$ cat src/rtl/dq_pkg.sv
`timescale 1ns / 1ps
// ----------------------------------------------------------------------------
// dq_pkg
// Operation and status codes, field widths and the per-operation result record
// shared by the double-ended queue modules.
// ----------------------------------------------------------------------------
package dq_pkg;

  localparam int OP_W     = 2;
  localparam int DATA_W   = 32;
  localparam int STATUS_W = 2;
  localparam int COUNT_W  = 5;

  localparam logic [OP_W-1:0] OP_PUSH_BACK  = 2'd0;
  localparam logic [OP_W-1:0] OP_PUSH_FRONT = 2'd1;
  localparam logic [OP_W-1:0] OP_POP_BACK   = 2'd2;
  localparam logic [OP_W-1:0] OP_POP_FRONT  = 2'd3;

  localparam logic [STATUS_W-1:0] ST_OK    = 2'd0;
  localparam logic [STATUS_W-1:0] ST_EMPTY = 2'd1;
  localparam logic [STATUS_W-1:0] ST_FULL  = 2'd2;

  typedef struct packed {
    logic [STATUS_W-1:0] status;
    logic                pop_ok;
    logic [COUNT_W-1:0]  count;
  } dq_res_t;

endpackage

$ cat src/rtl/dq_ring.sv
`timescale 1ns / 1ps
// ----------------------------------------------------------------------------
// dq_ring
// Ring buffer core: head/tail/count registers and the entry memory. One
// operation per take; result record and read data are valid the next cycle.
// ----------------------------------------------------------------------------
module dq_ring #(
  parameter int DEPTH = 16
) (
  input  logic                   clk,
  input  logic                   rst_n,
  input  logic                   take,
  input  logic [dq_pkg::OP_W-1:0]   op,
  input  logic [dq_pkg::DATA_W-1:0] value,
  output dq_pkg::dq_res_t        res_r,
  output logic [dq_pkg::DATA_W-1:0] rd_data_r
);
  import dq_pkg::*;

  localparam int AW = (DEPTH > 1) ? $clog2(DEPTH) : 1;
  localparam int CW = $clog2(DEPTH + 1);
  localparam int XW = (CW > COUNT_W) ? CW : COUNT_W;

  logic [DATA_W-1:0] mem [DEPTH];

  logic [AW-1:0] head_r, head_nxt;
  logic [AW-1:0] tail_r, tail_nxt;
  logic [CW-1:0] count_r, count_nxt;

  logic [AW-1:0] head_inc, head_dec, tail_inc, tail_dec;
  logic [AW-1:0] wr_addr, rd_addr;
  logic          wr_en;
  logic          full, empty;
  logic [XW-1:0] count_ext;
  dq_res_t       res_nxt;

  assign full  = (count_r == CW'(DEPTH));
  assign empty = (count_r == '0);

  assign head_inc = (head_r == AW'(DEPTH - 1)) ? '0 : head_r + 1'b1;
  assign head_dec = (head_r == '0) ? AW'(DEPTH - 1) : head_r - 1'b1;
  assign tail_inc = (tail_r == AW'(DEPTH - 1)) ? '0 : tail_r + 1'b1;
  assign tail_dec = (tail_r == '0) ? AW'(DEPTH - 1) : tail_r - 1'b1;

  always_comb begin
    head_nxt       = head_r;
    tail_nxt       = tail_r;
    count_nxt      = count_r;
    wr_en          = 1'b0;
    wr_addr        = tail_r;
    rd_addr        = head_r;
    res_nxt.status = ST_OK;
    res_nxt.pop_ok = 1'b0;
    unique case (op)
      OP_PUSH_BACK: begin
        if (full) begin
          res_nxt.status = ST_FULL;
        end else begin
          wr_en     = 1'b1;
          wr_addr   = tail_r;
          tail_nxt  = tail_inc;
          count_nxt = count_r + 1'b1;
        end
      end
      OP_PUSH_FRONT: begin
        if (full) begin
          res_nxt.status = ST_FULL;
        end else begin
          wr_en     = 1'b1;
          wr_addr   = head_dec;
          head_nxt  = head_dec;
          count_nxt = count_r + 1'b1;
        end
      end
      OP_POP_BACK: begin
        if (empty) begin
          res_nxt.status = ST_EMPTY;
        end else begin
          rd_addr        = tail_dec;
          tail_nxt       = tail_dec;
          count_nxt      = count_r - 1'b1;
          res_nxt.pop_ok = 1'b1;
        end
      end
      OP_POP_FRONT: begin
        if (empty) begin
          res_nxt.status = ST_EMPTY;
        end else begin
          rd_addr        = head_r;
          head_nxt       = head_inc;
          count_nxt      = count_r - 1'b1;
          res_nxt.pop_ok = 1'b1;
        end
      end
      default: ;
    endcase
    count_ext     = XW'(count_nxt);
    res_nxt.count = count_ext[COUNT_W-1:0];
  end

  always_ff @(posedge clk) begin
    if (!rst_n) begin
      head_r  <= '0;
      tail_r  <= '0;
      count_r <= '0;
    end else if (take) begin
      head_r  <= head_nxt;
      tail_r  <= tail_nxt;
      count_r <= count_nxt;
    end
  end

  always_ff @(posedge clk) begin
    if (take && wr_en) begin
      mem[wr_addr] <= value;
    end
    if (take) begin
      rd_data_r <= mem[rd_addr];
      res_r     <= res_nxt;
    end
  end

  a_count_bound: assert property (@(posedge clk) disable iff (!rst_n)
    count_r <= CW'(DEPTH))
    else $error("count above depth");

  a_empty_ptrs: assert property (@(posedge clk) disable iff (!rst_n)
    (count_r == '0) |-> (head_r == tail_r))
    else $error("empty ring with head != tail");

  a_full_ptrs: assert property (@(posedge clk) disable iff (!rst_n)
    (count_r == CW'(DEPTH)) |-> (head_r == tail_r))
    else $error("full ring with head != tail");

  a_refused_hold: assert property (@(posedge clk) disable iff (!rst_n)
    (take && res_nxt.status != ST_OK) |=> ($stable(count_r) && $stable(head_r)
      && $stable(tail_r)))
    else $error("refused operation changed state");

endmodule

$ cat src/rtl/double_ended_queue_top.sv
`timescale 1ns / 1ps
// ----------------------------------------------------------------------------
// double_ended_queue_top
// Bounded double-ended queue of DEPTH signed 32-bit entries in a ring buffer.
// ----------------------------------------------------------------------------
// Takes one operation per cycle unless stalled (push back/front, pop
// back/front) and returns exactly one result per operation: status, popped
// value (zero unless a pop succeeded) and the entry count after the
// operation. Results pass through the entry memory's registered read and then
// the output register. Refused operations (push on full, pop on empty) leave
// the queue unchanged. entry_count is the count's low five bits.
module double_ended_queue_top #(
  parameter int DEPTH = 16
) (
  input  logic                            clk,
  input  logic                            rst_n,
  input  logic                            in_valid,
  output logic                            in_ready,
  input  logic [dq_pkg::OP_W-1:0]         in_operation,
  input  logic signed [dq_pkg::DATA_W-1:0] in_push_value,
  output logic                            out_valid,
  input  logic                            out_ready,
  output logic [dq_pkg::STATUS_W-1:0]     out_status,
  output logic signed [dq_pkg::DATA_W-1:0] out_popped_value,
  output logic [dq_pkg::COUNT_W-1:0]      out_entry_count
);
  import dq_pkg::*;

  logic              take;
  logic              s1_adv;
  logic              s1_valid_r, s1_valid_nxt;
  logic              out_valid_r, out_valid_nxt;
  dq_res_t           res;
  logic [DATA_W-1:0] rd_data;
  logic [STATUS_W-1:0] status_r;
  logic [DATA_W-1:0]   popped_r;
  logic [COUNT_W-1:0]  count_r;

  dq_ring #(
    .DEPTH (DEPTH)
  ) u_ring (
    .clk       (clk),
    .rst_n     (rst_n),
    .take      (take),
    .op        (in_operation),
    .value     (in_push_value),
    .res_r     (res),
    .rd_data_r (rd_data)
  );

  assign s1_adv   = s1_valid_r && (!out_valid_r || out_ready);
  assign in_ready = !s1_valid_r || s1_adv;
  assign take     = in_valid && in_ready;

  assign s1_valid_nxt  = take || (s1_valid_r && !s1_adv);
  assign out_valid_nxt = s1_adv || (out_valid_r && !out_ready);

  always_ff @(posedge clk) begin
    if (!rst_n) begin
      s1_valid_r  <= 1'b0;
      out_valid_r <= 1'b0;
    end else begin
      s1_valid_r  <= s1_valid_nxt;
      out_valid_r <= out_valid_nxt;
    end
  end

  always_ff @(posedge clk) begin
    if (s1_adv) begin
      status_r <= res.status;
      popped_r <= res.pop_ok ? rd_data : '0;
      count_r  <= res.count;
    end
  end

  assign out_valid        = out_valid_r;
  assign out_status       = status_r;
  assign out_popped_value = popped_r;
  assign out_entry_count  = count_r;

endmodule

$ cat config.mk
export PLATFORM = sky130hd
export DESIGN_NAME = double_ended_queue_top
export DESIGN_NICKNAME = d
export VERILOG_FILES = /design/src/rtl/dq_pkg.sv /design/src/rtl/dq_ring.sv /design/src/rtl/double_ended_queue_top.sv
export SDC_FILE = /design/constraint.sdc
export NUM_CORES = 1
export LEC_CHECK = 0
export BUFFER_PORTS_ARGS = -buffer_cell sky130_fd_sc_hd__buf_2
export CAP_MARGIN = 20
export CORE_MARGIN = 10
export CORE_UTILIZATION = 35
export CTS_BUF_LIST = sky130_fd_sc_hd__clkbuf_8
export CTS_CLUSTER_DIAMETER = 100
export CTS_CLUSTER_SIZE = 16
export DETAILED_ROUTE_END_ITERATION = 10
export PLACE_DENSITY = 0.57
export SYNTH_ARGS = -nofsm -noshare
export SYNTH_HDL_FRONTEND = slang
export SYNTH_SLANG_ARGS = --single-unit
$ cat constraint.sdc
create_clock -name clk -period 6 [get_ports clk]
set_clock_uncertainty 0.15 [all_clocks]
set_input_delay 1.8 -clock clk [delete_from_list [all_inputs] [get_ports clk]]
set_output_delay 1.8 -clock clk [all_outputs]
set_load 0.03 [all_outputs]
==> flow_summary.json <==
{
  "outcome": "finished, final reports clean",
  "power_density_nw_per_um2": 302,
  "layout_min_cycle_time_ns": 4.32,
  "critPathBufInv": 2,
  "avgRoutedWirePerCell_um": 24.7,
  "drt_iter0_markers": 1124,
  "cp_top_family": "simple AND/OR/NAND/NOR gates",
  "syn_inst": 1457,
  "post-synth-top-area-cell": "edfxtp_1",
  "crit_top_cell": "a21oi_1",
  "ios": 79,
  "r2r-end": "u_ring.mem[0][15]",
  "cts_sinks": 606,
  "final_area_um2": 26600,
  "insertion_delay_ns": 0.66,
  "holdPathStages": 0,
  "synth.area.top_cells": "edfxtp_1 74%, mux2i_1 5.6%, mux2_2 3.1%",
  "p_leak_nw": 9.04,
  "r2r_start": "u_ring.count_r[0]",
  "max-cap-violations": 0,
  "drt-pass1-iter-count": 5,
  "drcViolationCount": 0,
  "finalSetupViolations": 0,
  "synth-main-ff-cell": "edfxtp_1",
  "ys_ff_latch": 606,
  "synth.most_common_cell": "edfxtp_1",
  "cts_resized": 0,
  "clock.fmax_mhz": 231,
  "end_kind": "flip-flop",
  "final_antenna_net_count": 0,
  "hold_viol": 0,
  "core_um2": 68500,
  "cp.arrival_ns": 4.52,
  "slew_viol_final": 0,
  "cts_tree": "built",
  "path_cells": "buf_2, a21oi_1, and2_1, a21oi_1, nand4_1, nor2_4, buf_12",
  "critical_path_class": "in -> reg",
  "fin_crit_sh": 0.720,
  "dpl_cell_area_um2": 25900,
  "synth_area_um2": 24100,
  "start_util": 0.352,
  "r2r_cells": 9,
  "drive_above_1_share": 0.177,
  "cts_max_level": 2,
  "cp_slowest_stage_delay_ns": 0.78,
  "vias": 13300,
  "synthArstFlopShare": 0,
  "die_height_um": 282,
  "grt_start_max_net_pins": 80,
  "viasPerCell": 5.45,
  "reg2reg_setup_slack_ns": 1.88,
  "grt_overflow": 0,
  "rsz0062_at_grt": "no",
  "grt_first_pass_wirelength_um": 88400,
  "clk_path_buf_depth": 3,
  "dpl.hpwl_um": 34300,
  "fp.dieW_um": 282,
  "syn_area_per_cell_um2": 16.5,
  "ys_seq_area_frac": 0.748,
  "yosysWarnings": 0,
  "relSlewSlack": 0.405,
  "crit_slowest_cell": "nor2_4",
  "path_clk_slew_ns": 0.10,
  "worstMarginPinSlew_ns": 0.892,
  "synth_fp_nets": 1501,
  "antenna_found_initial": 5,
  "netlist_top_cells_count": "591 x edfxtp_1, 134 x mux2i_1, 93 x nor2_1, 67 x clkbuf_1, 66 x mux2_2",
  "numCtsBuffers": 43,
  "post_cts_buffers": 0,
  "gp_congestion": 0.815,
  "synth-edff-count": 591,
  "hold_buffers": 0,
  "netlist.area_leader.share": 0.736,
  "die_area_um2": 79800,
  "worstPathRequired_ns": 6.20,
  "p_total_mw": 8.01,
  "worstHoldPathType": "reg -> reg",
  "fin_nets": 1581,
  "tns_ns": 0,
  "grtUsageTotal": 0.148,
  "syn2layout_area_growth_pct": 10.1,
  "synth_cell_types": 58,
  "ctsRootBufferMaster": "clkbuf_8",
  "crit_fanout": 24,
  "grt_pass1_vias": 13300,
  "wirelength_um": 60200,
  "peakVddDrop_v": 0.000124,
  "start_kind": "primary input",
  "rows": 96,
  "io_buffers": 78,
  "holdPathEnd": "out_entry_count[2]",
  "hold_start": "u_ring.res_r[2]"
}
==> final cells by class <==
cell class,instances,area [um2]
Antenna cell,1,2.50
Timing Repair Buffer,128,816
Tap cell,882,1100
Sequential cell,606,18000
Fill cell,6290,41900
Clock buffer,44,606
Inverter,9,33.8
Clock inverter,16,63.8
Multi-Input combinational cell,749,5880
==> power by group <==
| part | switching, mW | leakage (nW) | internal (mW) | total [mW] |
|---|---|---|---|---|
| combinational | 0.741 | 3.14 | 0.437 | 1.18 |
| sequential | 0.0679 | 5.50 | 4.81 | 4.88 |
| clock | 1.28 | 0.396 | 0.674 | 1.95 |
| total | 2.09 | 9.04 | 5.92 | 8.01 |
==> worst register-to-register path: cells and delay by family (launching register included) <==
| family | cells | cell delay (ns) |
|---|---|---|
| and+or+nand+nor | 4 | 2.01 |
| AOI/OAI and AO/OA | 2 | 0.56 |
| DFF | 1 | 0.42 |
| buffers and inverters | 2 | 0.41 |
| adders and majority gates | 1 | 0.27 |
==> per-layer routing <==
metal  track usage  vias to the layer above  wire [um]
met3        0.0278                       90       3930
met1         0.210                     6849      27300
met2         0.232                      383      27700
li1              -                     5949          -
met4        0.0396                        4       1250
met5             0                        -         23
==> flip-flops by register name (all words and copies together), names as in the netlist, 2 cells and up <==
signal,count
u_ring.mem,512
out_popped_value,32
u_ring.rd_data_r,32
u_ring.res_r,8
out_entry_count,5
u_ring.count_r,5
u_ring.head_r,4
u_ring.tail_r,4
out_status,2
==> placed cells by master, fill, tap and decap left out, types with 32 or more instances in the layout <==
cell,synthesis,routed
a2111o_1,32,32
mux2i_1,134,133
a21oi_1,51,50
and2_1,38,38
nor4_1,32,32
buf_2,17,78
buf_4,7,46
nor3_1,64,64
clkbuf_8,0,44
edfxtp_1,591,591
mux2_2,66,66
nor2_1,93,76
o221ai_1,33,33
==> through the flow <==
step | instances | setup WS (ns) | hold slack [ns] | utilization
CTS | 2434 | 1.73 | 0.279 | 0.388
global route | 2435 | 1.55 | 0.284 | 0.388
floorplan | 1457 | 0.131 | 0.250 | -
finish | 2435 | 1.68 | 0.278 | 0.388
detailed placement | 2374 | 1.04 | 0.255 | 0.378
global placement | 2374 | 1.12 | 0.254 | 0.378
==> worst max path at each step <==
stage,start,end,slack [ns],depth (start not counted)
after global placement,in_operation[1],u_ring.rd_data_r[17],1.12,9
after CTS,out_ready,in_ready,1.73,3
final,in_operation[1],u_ring.mem[0][15],1.68,7
after global routing,in_operation[1],u_ring.mem[0][15],1.55,7
after detailed placement,in_operation[1],u_ring.mem[13][12],1.04,7
after floorplan,out_ready,u_ring.mem[0][0],0.13,5
==> logic make-up after synthesis <==
group	after synthesis	synth area share
AO/OA/AOI/OAI	232	0.0761
XOR/XNOR	8	0.00291
adder cells (fa/ha/maj)	6	0.00311
buffers and inverters	102	0.0178
flip-flops	606	0.748
multiplexers	201	0.0870
AND/OR/NAND/NOR	302	0.0645
Power figures use the tool's default switching activity.
